==> src/design/qspd_pkg.sv <==
`timescale 1ns / 1ps
// ----------------------------------------------------------------------------
// qspd_pkg
// Shared constants and types of the query string percent decoder: the
// special characters, the result kinds and the command word that travels
// from the front end to the back end through the queue.
// ----------------------------------------------------------------------------
package qspd_pkg;

  // Characters with a meaning of their own in an encoded query string
  localparam logic [7:0] CH_PERCENT = 8'h25;
  localparam logic [7:0] CH_PLUS    = 8'h2B;
  localparam logic [7:0] CH_SPACE   = 8'h20;
  localparam logic [7:0] CH_EQUALS  = 8'h3D;
  localparam logic [7:0] CH_AMP     = 8'h26;

  // Result kinds
  localparam logic [1:0] KIND_NAME     = 2'd0;
  localparam logic [1:0] KIND_VALUE    = 2'd1;
  localparam logic [1:0] KIND_PAIR_END = 2'd2;
  localparam logic [1:0] KIND_STR_END  = 2'd3;

  // Most results one input byte can cause
  localparam int MAX_RESULTS = 5;
  localparam int CNT_W       = $clog2(MAX_RESULTS + 1);
  localparam int IDX_W       = $clog2(MAX_RESULTS);

  // Queue between front and back end
  localparam int QDEPTH = 2;
  localparam int QPTR_W = $clog2(QDEPTH);
  localparam int QCNT_W = $clog2(QDEPTH + 1);

  // One command word: the results caused by one input byte, in order
  typedef struct packed {
    logic [CNT_W-1:0]                  count;
    logic [MAX_RESULTS-1:0][7:0]       bytes;
    logic [MAX_RESULTS-1:0][1:0]       kinds;
  } qspd_cmd_t;

endpackage

==> src/design/qspd_front.sv <==
`timescale 1ns / 1ps
// ----------------------------------------------------------------------------
// qspd_front
// Front end: accept raw bytes, run the escape and pair state, and pack the
// results caused by each byte into one command word for the queue.
// ----------------------------------------------------------------------------
module qspd_front
  import qspd_pkg::*;
(
  input  logic            clk,
  input  logic            rst,
  input  logic            in_valid,
  output logic            in_ready,
  input  logic [7:0]      in_byte,
  input  logic            in_last,
  output logic            push_valid,
  input  logic            push_ready,
  output qspd_cmd_t       push_cmd
);

  typedef struct packed {
    logic [1:0] held_count;
    logic [7:0] held_digit;
    logic       in_value_part;
    logic       name_nonempty;
  } dec_state_t;

  typedef struct packed {
    dec_state_t st;
    qspd_cmd_t  cmd;
  } work_t;

  dec_state_t state;
  work_t      work;
  logic       accept;

  // {valid, value} of a hex digit character, either case
  function automatic logic [4:0] hex_val(input logic [7:0] c);
    logic [4:0] r;
    r = 5'd0;
    if (c >= 8'h30 && c <= 8'h39) begin
      r = {1'b1, 4'(c - 8'h30)};
    end else if (c >= 8'h61 && c <= 8'h66) begin
      r = {1'b1, 4'(c - 8'h57)};
    end else if (c >= 8'h41 && c <= 8'h46) begin
      r = {1'b1, 4'(c - 8'h37)};
    end
    return r;
  endfunction

  function automatic work_t put(input work_t w, input logic [7:0] b, input logic [1:0] k);
    work_t r;
    r = w;
    if (w.cmd.count < CNT_W'(MAX_RESULTS)) begin
      r.cmd.bytes[w.cmd.count[IDX_W-1:0]] = b;
      r.cmd.kinds[w.cmd.count[IDX_W-1:0]] = k;
      r.cmd.count = w.cmd.count + CNT_W'(1);
    end
    return r;
  endfunction

  // Drop zero bytes; value bytes of a pair without a name are dropped too
  function automatic work_t emit_data(input work_t w, input logic [7:0] b);
    work_t r;
    r = w;
    if (b != 8'h00) begin
      if (w.st.in_value_part) begin
        if (w.st.name_nonempty) r = put(w, b, KIND_VALUE);
      end else begin
        r = put(w, b, KIND_NAME);
        r.st.name_nonempty = 1'b1;
      end
    end
    return r;
  endfunction

  // Emit a pending '%' and held digit literally
  function automatic work_t flush_held(input work_t w);
    work_t r;
    r = w;
    if (w.st.held_count == 2'd1) begin
      r = emit_data(r, CH_PERCENT);
    end else if (w.st.held_count == 2'd2) begin
      r = emit_data(r, CH_PERCENT);
      r = emit_data(r, w.st.held_digit);
    end
    r.st.held_count = 2'd0;
    r.st.held_digit = 8'h00;
    return r;
  endfunction

  function automatic work_t end_pair(input work_t w);
    work_t r;
    r = w;
    if (w.st.name_nonempty) r = put(r, 8'h00, KIND_PAIR_END);
    r.st.in_value_part = 1'b0;
    r.st.name_nonempty = 1'b0;
    return r;
  endfunction

  // Handle a byte with no escape pending
  function automatic work_t fresh(input work_t w, input logic [7:0] c);
    work_t r;
    r = w;
    if (c == CH_PERCENT) begin
      r.st.held_count = 2'd1;
    end else if (c == CH_AMP) begin
      r = end_pair(r);
    end else if (c == CH_EQUALS && !w.st.in_value_part) begin
      r.st.in_value_part = 1'b1;
    end else if (c == CH_PLUS) begin
      r = emit_data(r, CH_SPACE);
    end else begin
      r = emit_data(r, c);
    end
    return r;
  endfunction

  always_comb begin
    logic [4:0] hv;
    logic [4:0] hi;
    hv = hex_val(in_byte);
    hi = hex_val(state.held_digit);
    work.st  = state;
    work.cmd = '0;
    unique case (state.held_count)
      2'd1: begin
        if (hv[4]) begin
          work.st.held_digit = in_byte;
          work.st.held_count = 2'd2;
        end else begin
          work = flush_held(work);
          work = fresh(work, in_byte);
        end
      end
      2'd2: begin
        if (hv[4]) begin
          work.st.held_count = 2'd0;
          work.st.held_digit = 8'h00;
          work = emit_data(work, {hi[3:0], hv[3:0]});
        end else begin
          work = flush_held(work);
          work = fresh(work, in_byte);
        end
      end
      default: begin
        work.st.held_count = 2'd0;
        work = fresh(work, in_byte);
      end
    endcase
    if (in_last) begin
      work = flush_held(work);
      work = end_pair(work);
      work = put(work, 8'h00, KIND_STR_END);
      work.st = '0;
    end
  end

  assign in_ready   = push_ready;
  assign accept     = in_valid && in_ready;
  assign push_valid = accept && (work.cmd.count != '0);
  assign push_cmd   = work.cmd;

  always_ff @(posedge clk) begin
    if (rst) begin
      state <= '0;
    end else if (accept) begin
      state <= work.st;
    end
  end

endmodule

==> src/design/qspd_queue.sv <==
`timescale 1ns / 1ps
// ----------------------------------------------------------------------------
// qspd_queue
// Short command queue between front and back end; push and pop may share
// a cycle.
// ----------------------------------------------------------------------------
module qspd_queue
  import qspd_pkg::*;
(
  input  logic       clk,
  input  logic       rst,
  input  logic       push_valid,
  output logic       push_ready,
  input  qspd_cmd_t  push_cmd,
  output logic       pop_valid,
  input  logic       pop_ready,
  output qspd_cmd_t  pop_cmd
);

  qspd_cmd_t         mem [QDEPTH];
  logic [QPTR_W-1:0] wr_ptr;
  logic [QPTR_W-1:0] rd_ptr;
  logic [QCNT_W-1:0] count;
  logic              push;
  logic              pop;

  assign push_ready = (count != QCNT_W'(QDEPTH));
  assign pop_valid  = (count != '0);
  assign pop_cmd    = mem[rd_ptr];
  assign push       = push_valid && push_ready;
  assign pop        = pop_valid && pop_ready;

  always_ff @(posedge clk) begin
    if (push) mem[wr_ptr] <= push_cmd;
  end

  always_ff @(posedge clk) begin
    if (rst) begin
      wr_ptr <= '0;
      rd_ptr <= '0;
      count  <= '0;
    end else begin
      if (push) wr_ptr <= (wr_ptr == QPTR_W'(QDEPTH - 1)) ? '0 : wr_ptr + QPTR_W'(1);
      if (pop)  rd_ptr <= (rd_ptr == QPTR_W'(QDEPTH - 1)) ? '0 : rd_ptr + QPTR_W'(1);
      if (push && !pop) begin
        count <= count + QCNT_W'(1);
      end else if (pop && !push) begin
        count <= count - QCNT_W'(1);
      end
    end
  end

endmodule

==> src/design/qspd_back.sv <==
`timescale 1ns / 1ps
// ----------------------------------------------------------------------------
// qspd_back
// Back end: take one command word at a time and hand out its results one per
// cycle, out_ready permitting, via the output register, marking the final one.
// ----------------------------------------------------------------------------
module qspd_back
  import qspd_pkg::*;
(
  input  logic        clk,
  input  logic        rst,
  input  logic        pop_valid,
  output logic        pop_ready,
  input  qspd_cmd_t   pop_cmd,
  output logic        out_valid,
  input  logic        out_ready,
  output logic [7:0]  out_byte,
  output logic [1:0]  out_kind,
  output logic        out_last
);

  qspd_cmd_t        cur;
  logic             cur_valid;
  logic [IDX_W-1:0] idx;
  logic             cur_last;
  logic             out_load;
  logic             cur_finish;

  assign cur_last   = (CNT_W'(idx) == (cur.count - CNT_W'(1)));
  assign out_load   = cur_valid && (!out_valid || out_ready);
  assign cur_finish = out_load && cur_last;
  assign pop_ready  = !cur_valid || cur_finish;

  always_ff @(posedge clk) begin
    if (rst) begin
      cur_valid <= 1'b0;
      out_valid <= 1'b0;
      idx       <= '0;
    end else begin
      if (out_load) begin
        out_valid <= 1'b1;
      end else if (out_ready) begin
        out_valid <= 1'b0;
      end
      if (pop_valid && pop_ready) begin
        cur_valid <= 1'b1;
        idx       <= '0;
      end else if (cur_finish) begin
        cur_valid <= 1'b0;
      end else if (out_load) begin
        idx <= idx + IDX_W'(1);
      end
    end
  end

  always_ff @(posedge clk) begin
    if (pop_valid && pop_ready) cur <= pop_cmd;
    if (out_load) begin
      out_byte <= cur.bytes[idx];
      out_kind <= cur.kinds[idx];
      out_last <= cur_last;
    end
  end

`ifndef SYNTH
  a_idx_in_range: assert property (@(posedge clk) disable iff (rst)
    cur_valid |-> (CNT_W'(idx) < cur.count))
    else $error("result index beyond command count");

  a_str_end_last: assert property (@(posedge clk) disable iff (rst)
    (out_valid && out_kind == KIND_STR_END) |-> out_last)
    else $error("string end not marked as final result");

  a_marker_zero: assert property (@(posedge clk) disable iff (rst)
    (out_valid && (out_kind == KIND_PAIR_END || out_kind == KIND_STR_END))
      |-> (out_byte == 8'h00))
    else $error("marker result carries a non-zero byte");
`endif

endmodule

==> src/design/query_string_percent_decoder.sv <==
`timescale 1ns / 1ps
// ----------------------------------------------------------------------------
// query_string_percent_decoder
// Streaming decoder for a URL-encoded query string, one raw byte per word.
// ----------------------------------------------------------------------------
// Raw bytes enter on the input channel, in_last high on the final byte. The
// first raw '=' of a pair moves from name to value, a raw '&' ends the pair;
// '+' decodes to a space and '%' with two hex digits to one byte, a '%'
// without two hex digits passes through literally, zero bytes are dropped
// and a pair with an empty name gives no output at all. Each result word is
// a name byte, a value byte, a pair end or a string end (out_kind 0..3),
// with out_last high on the final result caused by an input byte. Rate: an
// input byte is taken every cycle while out_ready is high and each byte gives
// at most one result; the results of a byte (up to five, e.g. a broken
// escape on the final byte) leave one per cycle, out_ready permitting,
// through the back end's output register. A byte causing no result (a held
// '%' or hex digit, the '=' that starts the value) is taken on input only.
// An input byte passes the queue memory, the back end's command register
// and the output register before its first result appears. The two-deep
// queue lets the front end take bytes while the back end stalls, until full.
// ----------------------------------------------------------------------------
module query_string_percent_decoder
  import qspd_pkg::*;
(
  input  logic       clk,
  input  logic       rst,
  input  logic       in_valid,
  output logic       in_ready,
  input  logic [7:0] in_byte,
  input  logic       in_last,
  output logic       out_valid,
  input  logic       out_ready,
  output logic [7:0] out_byte,
  output logic [1:0] out_kind,
  output logic       out_last
);

  logic      push_valid;
  logic      push_ready;
  qspd_cmd_t push_cmd;
  logic      pop_valid;
  logic      pop_ready;
  qspd_cmd_t pop_cmd;

  // Classify each byte and pack its results into a command word
  qspd_front u_front (
    .clk        (clk),
    .rst        (rst),
    .in_valid   (in_valid),
    .in_ready   (in_ready),
    .in_byte    (in_byte),
    .in_last    (in_last),
    .push_valid (push_valid),
    .push_ready (push_ready),
    .push_cmd   (push_cmd)
  );

  // Hold command words while the back end is busy or stalled
  qspd_queue u_queue (
    .clk        (clk),
    .rst        (rst),
    .push_valid (push_valid),
    .push_ready (push_ready),
    .push_cmd   (push_cmd),
    .pop_valid  (pop_valid),
    .pop_ready  (pop_ready),
    .pop_cmd    (pop_cmd)
  );

  // Serialise each command word into result words
  qspd_back u_back (
    .clk       (clk),
    .rst       (rst),
    .pop_valid (pop_valid),
    .pop_ready (pop_ready),
    .pop_cmd   (pop_cmd),
    .out_valid (out_valid),
    .out_ready (out_ready),
    .out_byte  (out_byte),
    .out_kind  (out_kind),
    .out_last  (out_last)
  );

endmodule
==> config.mk <==
export PLATFORM = sky130hd
export DESIGN_NAME = query_string_percent_decoder
export DESIGN_NICKNAME = d
export VERILOG_FILES = /design/src/design/qspd_pkg.sv /design/src/design/qspd_front.sv /design/src/design/qspd_queue.sv /design/src/design/qspd_back.sv /design/src/design/query_string_percent_decoder.sv
export SDC_FILE = /design/constraint.sdc
export NUM_CORES = 1
export LEC_CHECK = 0
export BUFFER_PORTS_ARGS = -buffer_cell sky130_fd_sc_hd__buf_2
export CORE_ASPECT_RATIO = 2
export CORE_MARGIN = 2
export CORE_UTILIZATION = 40
export DETAILED_ROUTE_END_ITERATION = 8
export PLACE_DENSITY = 0.65
export SLEW_MARGIN = 20
export SYNTH_ARGS = -nofsm -noshare
export SYNTH_HDL_FRONTEND = slang
export SYNTH_SLANG_ARGS = --single-unit
export TNS_END_PERCENT = 50
==> constraint.sdc <==
create_clock -name clk -period 13.9 [get_ports clk]
set_clock_uncertainty 0.2 [all_clocks]
set_input_delay 2.78 -clock clk [delete_from_list [all_inputs] [get_ports clk]]
set_output_delay 2.78 -clock clk [all_outputs]
set_load 0.01 [all_outputs]
; After elaboration in Yosys (flattened, before gate mapping)
; Memories as Yosys holds them, arrays and structs flattened. A register that Yosys moved wholly into a read port is not among the register bits.
; Cells that the tools add are included.
[op_classes]
n_addsub = 19
n_lt_le_gt_ge = 34
n_eq_ne = 10
n_mux = 142
n_bitwise = 53
reduce_logical = 44
[op_table]
columns = cell, n
row1 = $mux 55, 30
row2 = $mux 53, 22
row3 = $mux 54, 19
row4 = $mux 65, 6
row5 = $demux 8 s3, 7
row6 = $and 40x40->40, 4
row7 = $bwmux 40, 4
row8 = $not 40->40, 4
row9 = $pmux 65 s2, 1
row10 = $mux 63, 2
row11 = $and 35x35->35, 2
row12 = $not 35->35, 2
row13 = $mux 8, 8
row14 = $mux 51, 1
row15 = $and 10x10->10, 5
row16 = $not 10->10, 5
row17 = $or 5x5->5, 10
row18 = $demux 2 s3, 7
row19 = $and 5x5->5, 8
row20 = $not 5->5, 8
row21 = $eq 8x6->1 const B, 4
row22 = $ge 8x7->1 const B, 4
row23 = $le 8x7->1 const B, 4
row24 = $lt 3x4->1 const B, 8
row25 = other kinds (35), 127
[totals]
reg_bits = 32
ramBits = 106
inputBits = 13
mem_count = 1
[memory_table]
columns = memory, words, word_bits, rd, rd_clocked_by_memory_dff, wr, line_no
row1 = u_queue.mem, 2, 53, 1, 1, 1, qspd_queue.sv:20  ; qspd_cmd_t mem [QDEPTH];

; Longest topological paths before layout
[depth]
depth_word = 85
ltp_mapped = 30

; Hierarchy
; A second synthesis with hierarchy kept.
[unflattened]
cells_unflattened = 835
area_unflattened_um2 = 10156.0
[modules_own_cells]
columns = module, instances, cells_each, area_per_inst_um2, seq_area_each_um2
row1 = qspd_queue, 1, 189, 4040.1, 3283.1
row2 = qspd_front, 1, 502, 3482.1, 240.2
row3 = qspd_back, 1, 144, 2633.8, 2021.9

; Worst setup path before layout
; Ideal clock, no wire load.
[synth_path]
kind = input -> register
start = in in_byte[0]
end = mem u_queue.mem[0][0] (netlist bit), enable pin
setup_ns = 0.529
arrival_ns = 10.744
path_slack_ns = 2.427
cell_stages = 26
n_path_buf = 3
path_cell_list = clkbuf_1 inv_1 ha_1 or3b_1 and3_1 buf_6 a2111o_1 o31ai_4 buf_6 nand3_2 nor2_1 a21oi_1 ha_1 inv_1 a211o_1 o211a_2 inv_2 ha_1 inv_1 o21ai_1 ha_1 o21ai_0 a31oi_1 o311a_1 a211oi_2 nor3_1
[synth_between]
elab_chain_len = 36
word_cells_on_any_way = 88
cone_classes = 7 x add/sub / 10 x order compare / 6 x eq/ne / 53 x mux / 12 x reduce/logical
[synth_lines]
columns = item, line_no
row1 = from (decl), query_string_percent_decoder.sv:29  ; input logic [7:0] in_byte,
row2 = $ge 8x7->1 or $le 8x7->1 (tied branches), qspd_front.sv:45  ; end else if (c >= 8'h41 && c <= 8'h46) begin
row3 = $logic_and 1x1->1, qspd_front.sv:45
row4 = $mux 5, qspd_front.sv:45
row5 = $mux 5, qspd_front.sv:43  ; end else if (c >= 8'h61 && c <= 8'h66) begin
row6 = $mux 5, qspd_front.sv:41  ; if (c >= 8'h30 && c <= 8'h39) begin
row7 = $reduce_bool 8->1, qspd_front.sv:66  ; if (b != 8'h00) begin
row8 = $mux 55, qspd_front.sv:66
row9 = $mux 65, qspd_front.sv:137  ; if (hv[4]) begin
row10 = (+20 left out), --
row11 = $add 3x1->3 or $lt 3x3->1 (tied branches), "qspd_front.sv:57, qspd_front.sv:54"
row12 = $mux 53, qspd_front.sv:54  ; if (w.cmd.count < CNT_W'(MAX_RESULTS)) begin
row13 = $mux 65 *, qspd_front.sv:151  ; if (in_last) begin
row14 = $reduce_bool 3->1 *, qspd_front.sv:161  ; assign push_valid = accept && (work.cmd.count != '0);
row15 = $logic_and 1x1->1 *, qspd_front.sv:161
row16 = $logic_and 1x1->1 *, qspd_queue.sv:30  ; assign push = push_valid && push_ready;
row17 = $mux 1 *, qspd_queue.sv:34  ; if (push) mem[wr_ptr] <= push_cmd;
row18 = $mux 1 (not written as such) *, qspd_queue.sv:34
row19 = to (decl), qspd_queue.sv:20
; Every way passes the cells marked *; elsewhere a longest branch is shown, timed or not. The select of a mux whose other input is x is not followed.

; Worst setup path after layout
[layout_path]
start = in in_byte[1]
end = mem u_queue.mem[1][11] (netlist bit), enable pin
; Same word-level chain as after synthesis.

==> metrics <==
status=finished clean; RSZ-0062 raised after global routing=false; Main synth FF type=edfxtp_1; CTS clock-pin slew for the worst setup and hold paths=about 0.07 ns; Setup violations, final=0; total negative slack=0 ns; P_leak=3.68 nW; Reg2Reg Setup Slack=approximately 7.0 ns; Psw=0.000487 W; Remaining DRCs=0; maxcap violations=0; CTS tree=done; Tightest Pin Transition=1.05 ns; async set-or-reset flop fraction in the synthesized netlist=0%; DR WL/cell=between 20 and 25 um; #FFs+latches synth=between 150 and 200; vias post-DR=approximately 6.6k; Vias/cell=5.90; n_diodes=0; gr usage total=between 20% and 30%; Core ar.=23800 sq um; Initial Util=between 40% and 50%; Post-synth EDFFs=170; Avg Inst Size Synth=between 10 and 15 sq um; grt total ovfl=0; cell mode on critical path=ha_1; Max transition margin=29.5%; hold slack=around 0.29 ns; num ports=26; die area=approximately 25000 sq um; fin nets=847; delay-heaviest family, CP=compound AO/OA/AOI/OAI gates; Critical Path AT=slightly below 9 ns; fin crit period=about 9 ns; vias in the first global route=6709; maximum vdd drop=between 0.08 and 0.09 mV; share of cells above drive strength 1=21.9%; largest net degree at the start of global routing=between 50 and 60; Clock power frac=between 20% and 30%; IO Port Bufs=25; yosys warns=0; setup bufs post-CTS=0; clk root buf=clkbuf_16; element type at the critical path start=input pin; Critical Path RT=about 14 ns; worst min-delay path class=flip-flop to flip-flop; share of power burned in combinational logic=between 20% and 30%; Fill cells=between 2k and 2.5k; pwr/cell area=160 nW/um^2; Max clock buf depth=2; Post-CTS Hold Buffers=0; synth unique cells=98; final antenna-violating net count=0; worst setup path class=input pin to flip-flop; area of the multi-input gates=around 3900 sq um; final period utilization=64.6%; CP Buf/Inv Count=6; Layout Area Growth over Synthesis=11.4%; Net Sw Frac=28.2%; Final Hold Vio Count=0; commonest non-fill, non-tap cells in the layout=170 x edfxtp_1, 60 x nor2_1, 53 x mux2_2, 49 x nand2_1, 40 x a21oi_1; final RePlAce weighted congestion=between 0.9 and 1; Routed Wire Length=25.0 mm; Die X-Extent=around 110 um; initial antenna violation count=0; H-tree levels=4; first-pass detailed-route iteration total=5; Final HPWL DP=approximately 18 mm; CTS Buf Count=17; max frequency=around 0.11 GHz; global-route wire length before repair=38.5 mm; register area=about 5500 sq um; CP max stage delay=just over 0.6 ns; Crit. End Element=flip-flop; Max Slew Vio Count=0; Final WS setup=just under 5 ns; clk_lat worst skew=between 0.4 and 0.5 ns; Core Util, Final=about 45%; Place WS=4.54 ns; row cnt=80; post-synthesis cell area=9650 sq um; initial DRC count=roughly 570; critical-path maximum fanout=53; Sequential Power Share=approximately half; CP max-delay cell=o31ai_4; internal power component=0.00124 W; Seq/Total Area, Yosys=between 50% and 60%; Resized cells post-CTS=0; post-route total power=0.00172 W; most common cell after layout, fill and taps aside=edfxtp_1; Gate Count Post-Synth=770; height of the die=approximately 220 um; clock sink count=about 190
-- logic make-up (layout without fill, tap and decap cells) --
kind of cell | Yosys count | count (layout) | share of synthesized area (%)
buffers and inverters | 79 | 108 | 3.50
adders and majority gates | 17 | 17 | 2.20
AOI/OAI and AO/OA | 208 | 208 | 16.7
muxes | 64 | 64 | 8.62
DFF | 191 | 191 | 57.3
xor gates and xnor gates | 10 | 10 | 0.908
and+or+nand+nor | 200 | 200 | 10.8
other | 1 | 32 | 0.0389
-- cell usage after synthesis, types with 4 or more instances --
library cell  number  area (sq um)
a211oi_1           6          45.0
a21o_1             5          37.5
a21oi_1           40           200
a22oi_1           18           135
a31oi_1            6          37.5
a32o_1             4          40.0
a32oi_1           10          87.6
and3_1             7          43.8
buf_1              6          22.5
buf_2              8          40.0
buf_6              4          45.0
clkbuf_1          22          82.6
dfxtp_1           21           420
edfxtp_1         170          5100
ha_1              17           213
inv_1             36           135
mux2_2            53           597
mux4_2            10           225
nand2_1           49           184
nand2b_1           4          25.0
nand3_1           20           100
nor2_1            60           225
nor2b_1            4          25.0
nor3_1            16          80.1
nor3_2             4          40.0
nor3b_1            4          30.0
o211ai_1           8          60.1
o21a_1             6          45.0
o21ai_0           36           180
o21ai_1            7          35.0
o22ai_1            6          37.5
xnor2_1            4          35.0
xor2_1             6          52.6
-- through the flow --
| step | area, sq um | cells |
|---|---|---|
| floorplan | 9770 | 801 |
| global placement | 10200 | 1085 |
| detailed placement | 10200 | 1085 |
| CTS | 10800 | 1117 |
| global route | 10800 | 1117 |
| finish | 10800 | 1117 |
-- power groups by stage --
stage               Clock (W)  Sequential (W)  Combinational [W]
detailed placement          0        0.000899           0.000374
global route         0.000513        0.000898           0.000404
CTS                  0.000490        0.000887           0.000374
global placement            0        0.000893           0.000365
finish               0.000479        0.000883           0.000363
floorplan                   0        0.000883           0.000276
-- routing by layer --
layer	routed length, um	part of all wire [%]	GRT usage [%]	vias up
met4	1770	7.1	14.1	0
met3	824	3.3	3.11	99
met2	13800	55	38.0	233
met5	0	0	0	-
li1	-	-	-	3034
met1	8650	35	20.2	3220
-- state kept, by name (all words and copies together), names as in the netlist, 2 cells and up --
register and count:
u_back.idx 3, u_back.out_kind 2, u_back.cur 53, u_front.state 12, u_back.out_byte 8, u_queue.count 2
u_queue.mem 106
-- tightest hold or removal path, delay by kind of cell, from the launching register on --
family	cells	cell delay, ns
and+or+nand+nor	2	0.12
DFF	1	0.34
-- cell type report --
class	instances	share of cell area, %
tap	287	3.34
multi-input combinational	531	36.4
timing repair buffer	38	2.07
inverter	38	1.33
sequential	191	51.4
clock inverter	15	1.50
clock buffer	17	3.96
-- final timing paths --
path / from / to / cells after the start
setup / recovery: in_byte[1] / u_queue.mem[1][11]$_DFFE_PP_ / 25
hold / removal: u_back.cur_valid$_SDFFE_PP0P_ / u_back.out_valid$_SDFFE_PP0P_ / 2
setup reg to reg: u_front.state[3]$_SDFFE_PP0P_ / u_queue.mem[1][11]$_DFFE_PP_ / 24
hold reg to reg: u_back.cur_valid$_SDFFE_PP0P_ / u_back.out_valid$_SDFFE_PP0P_ / 2
Power figures use the tool's default switching activity.
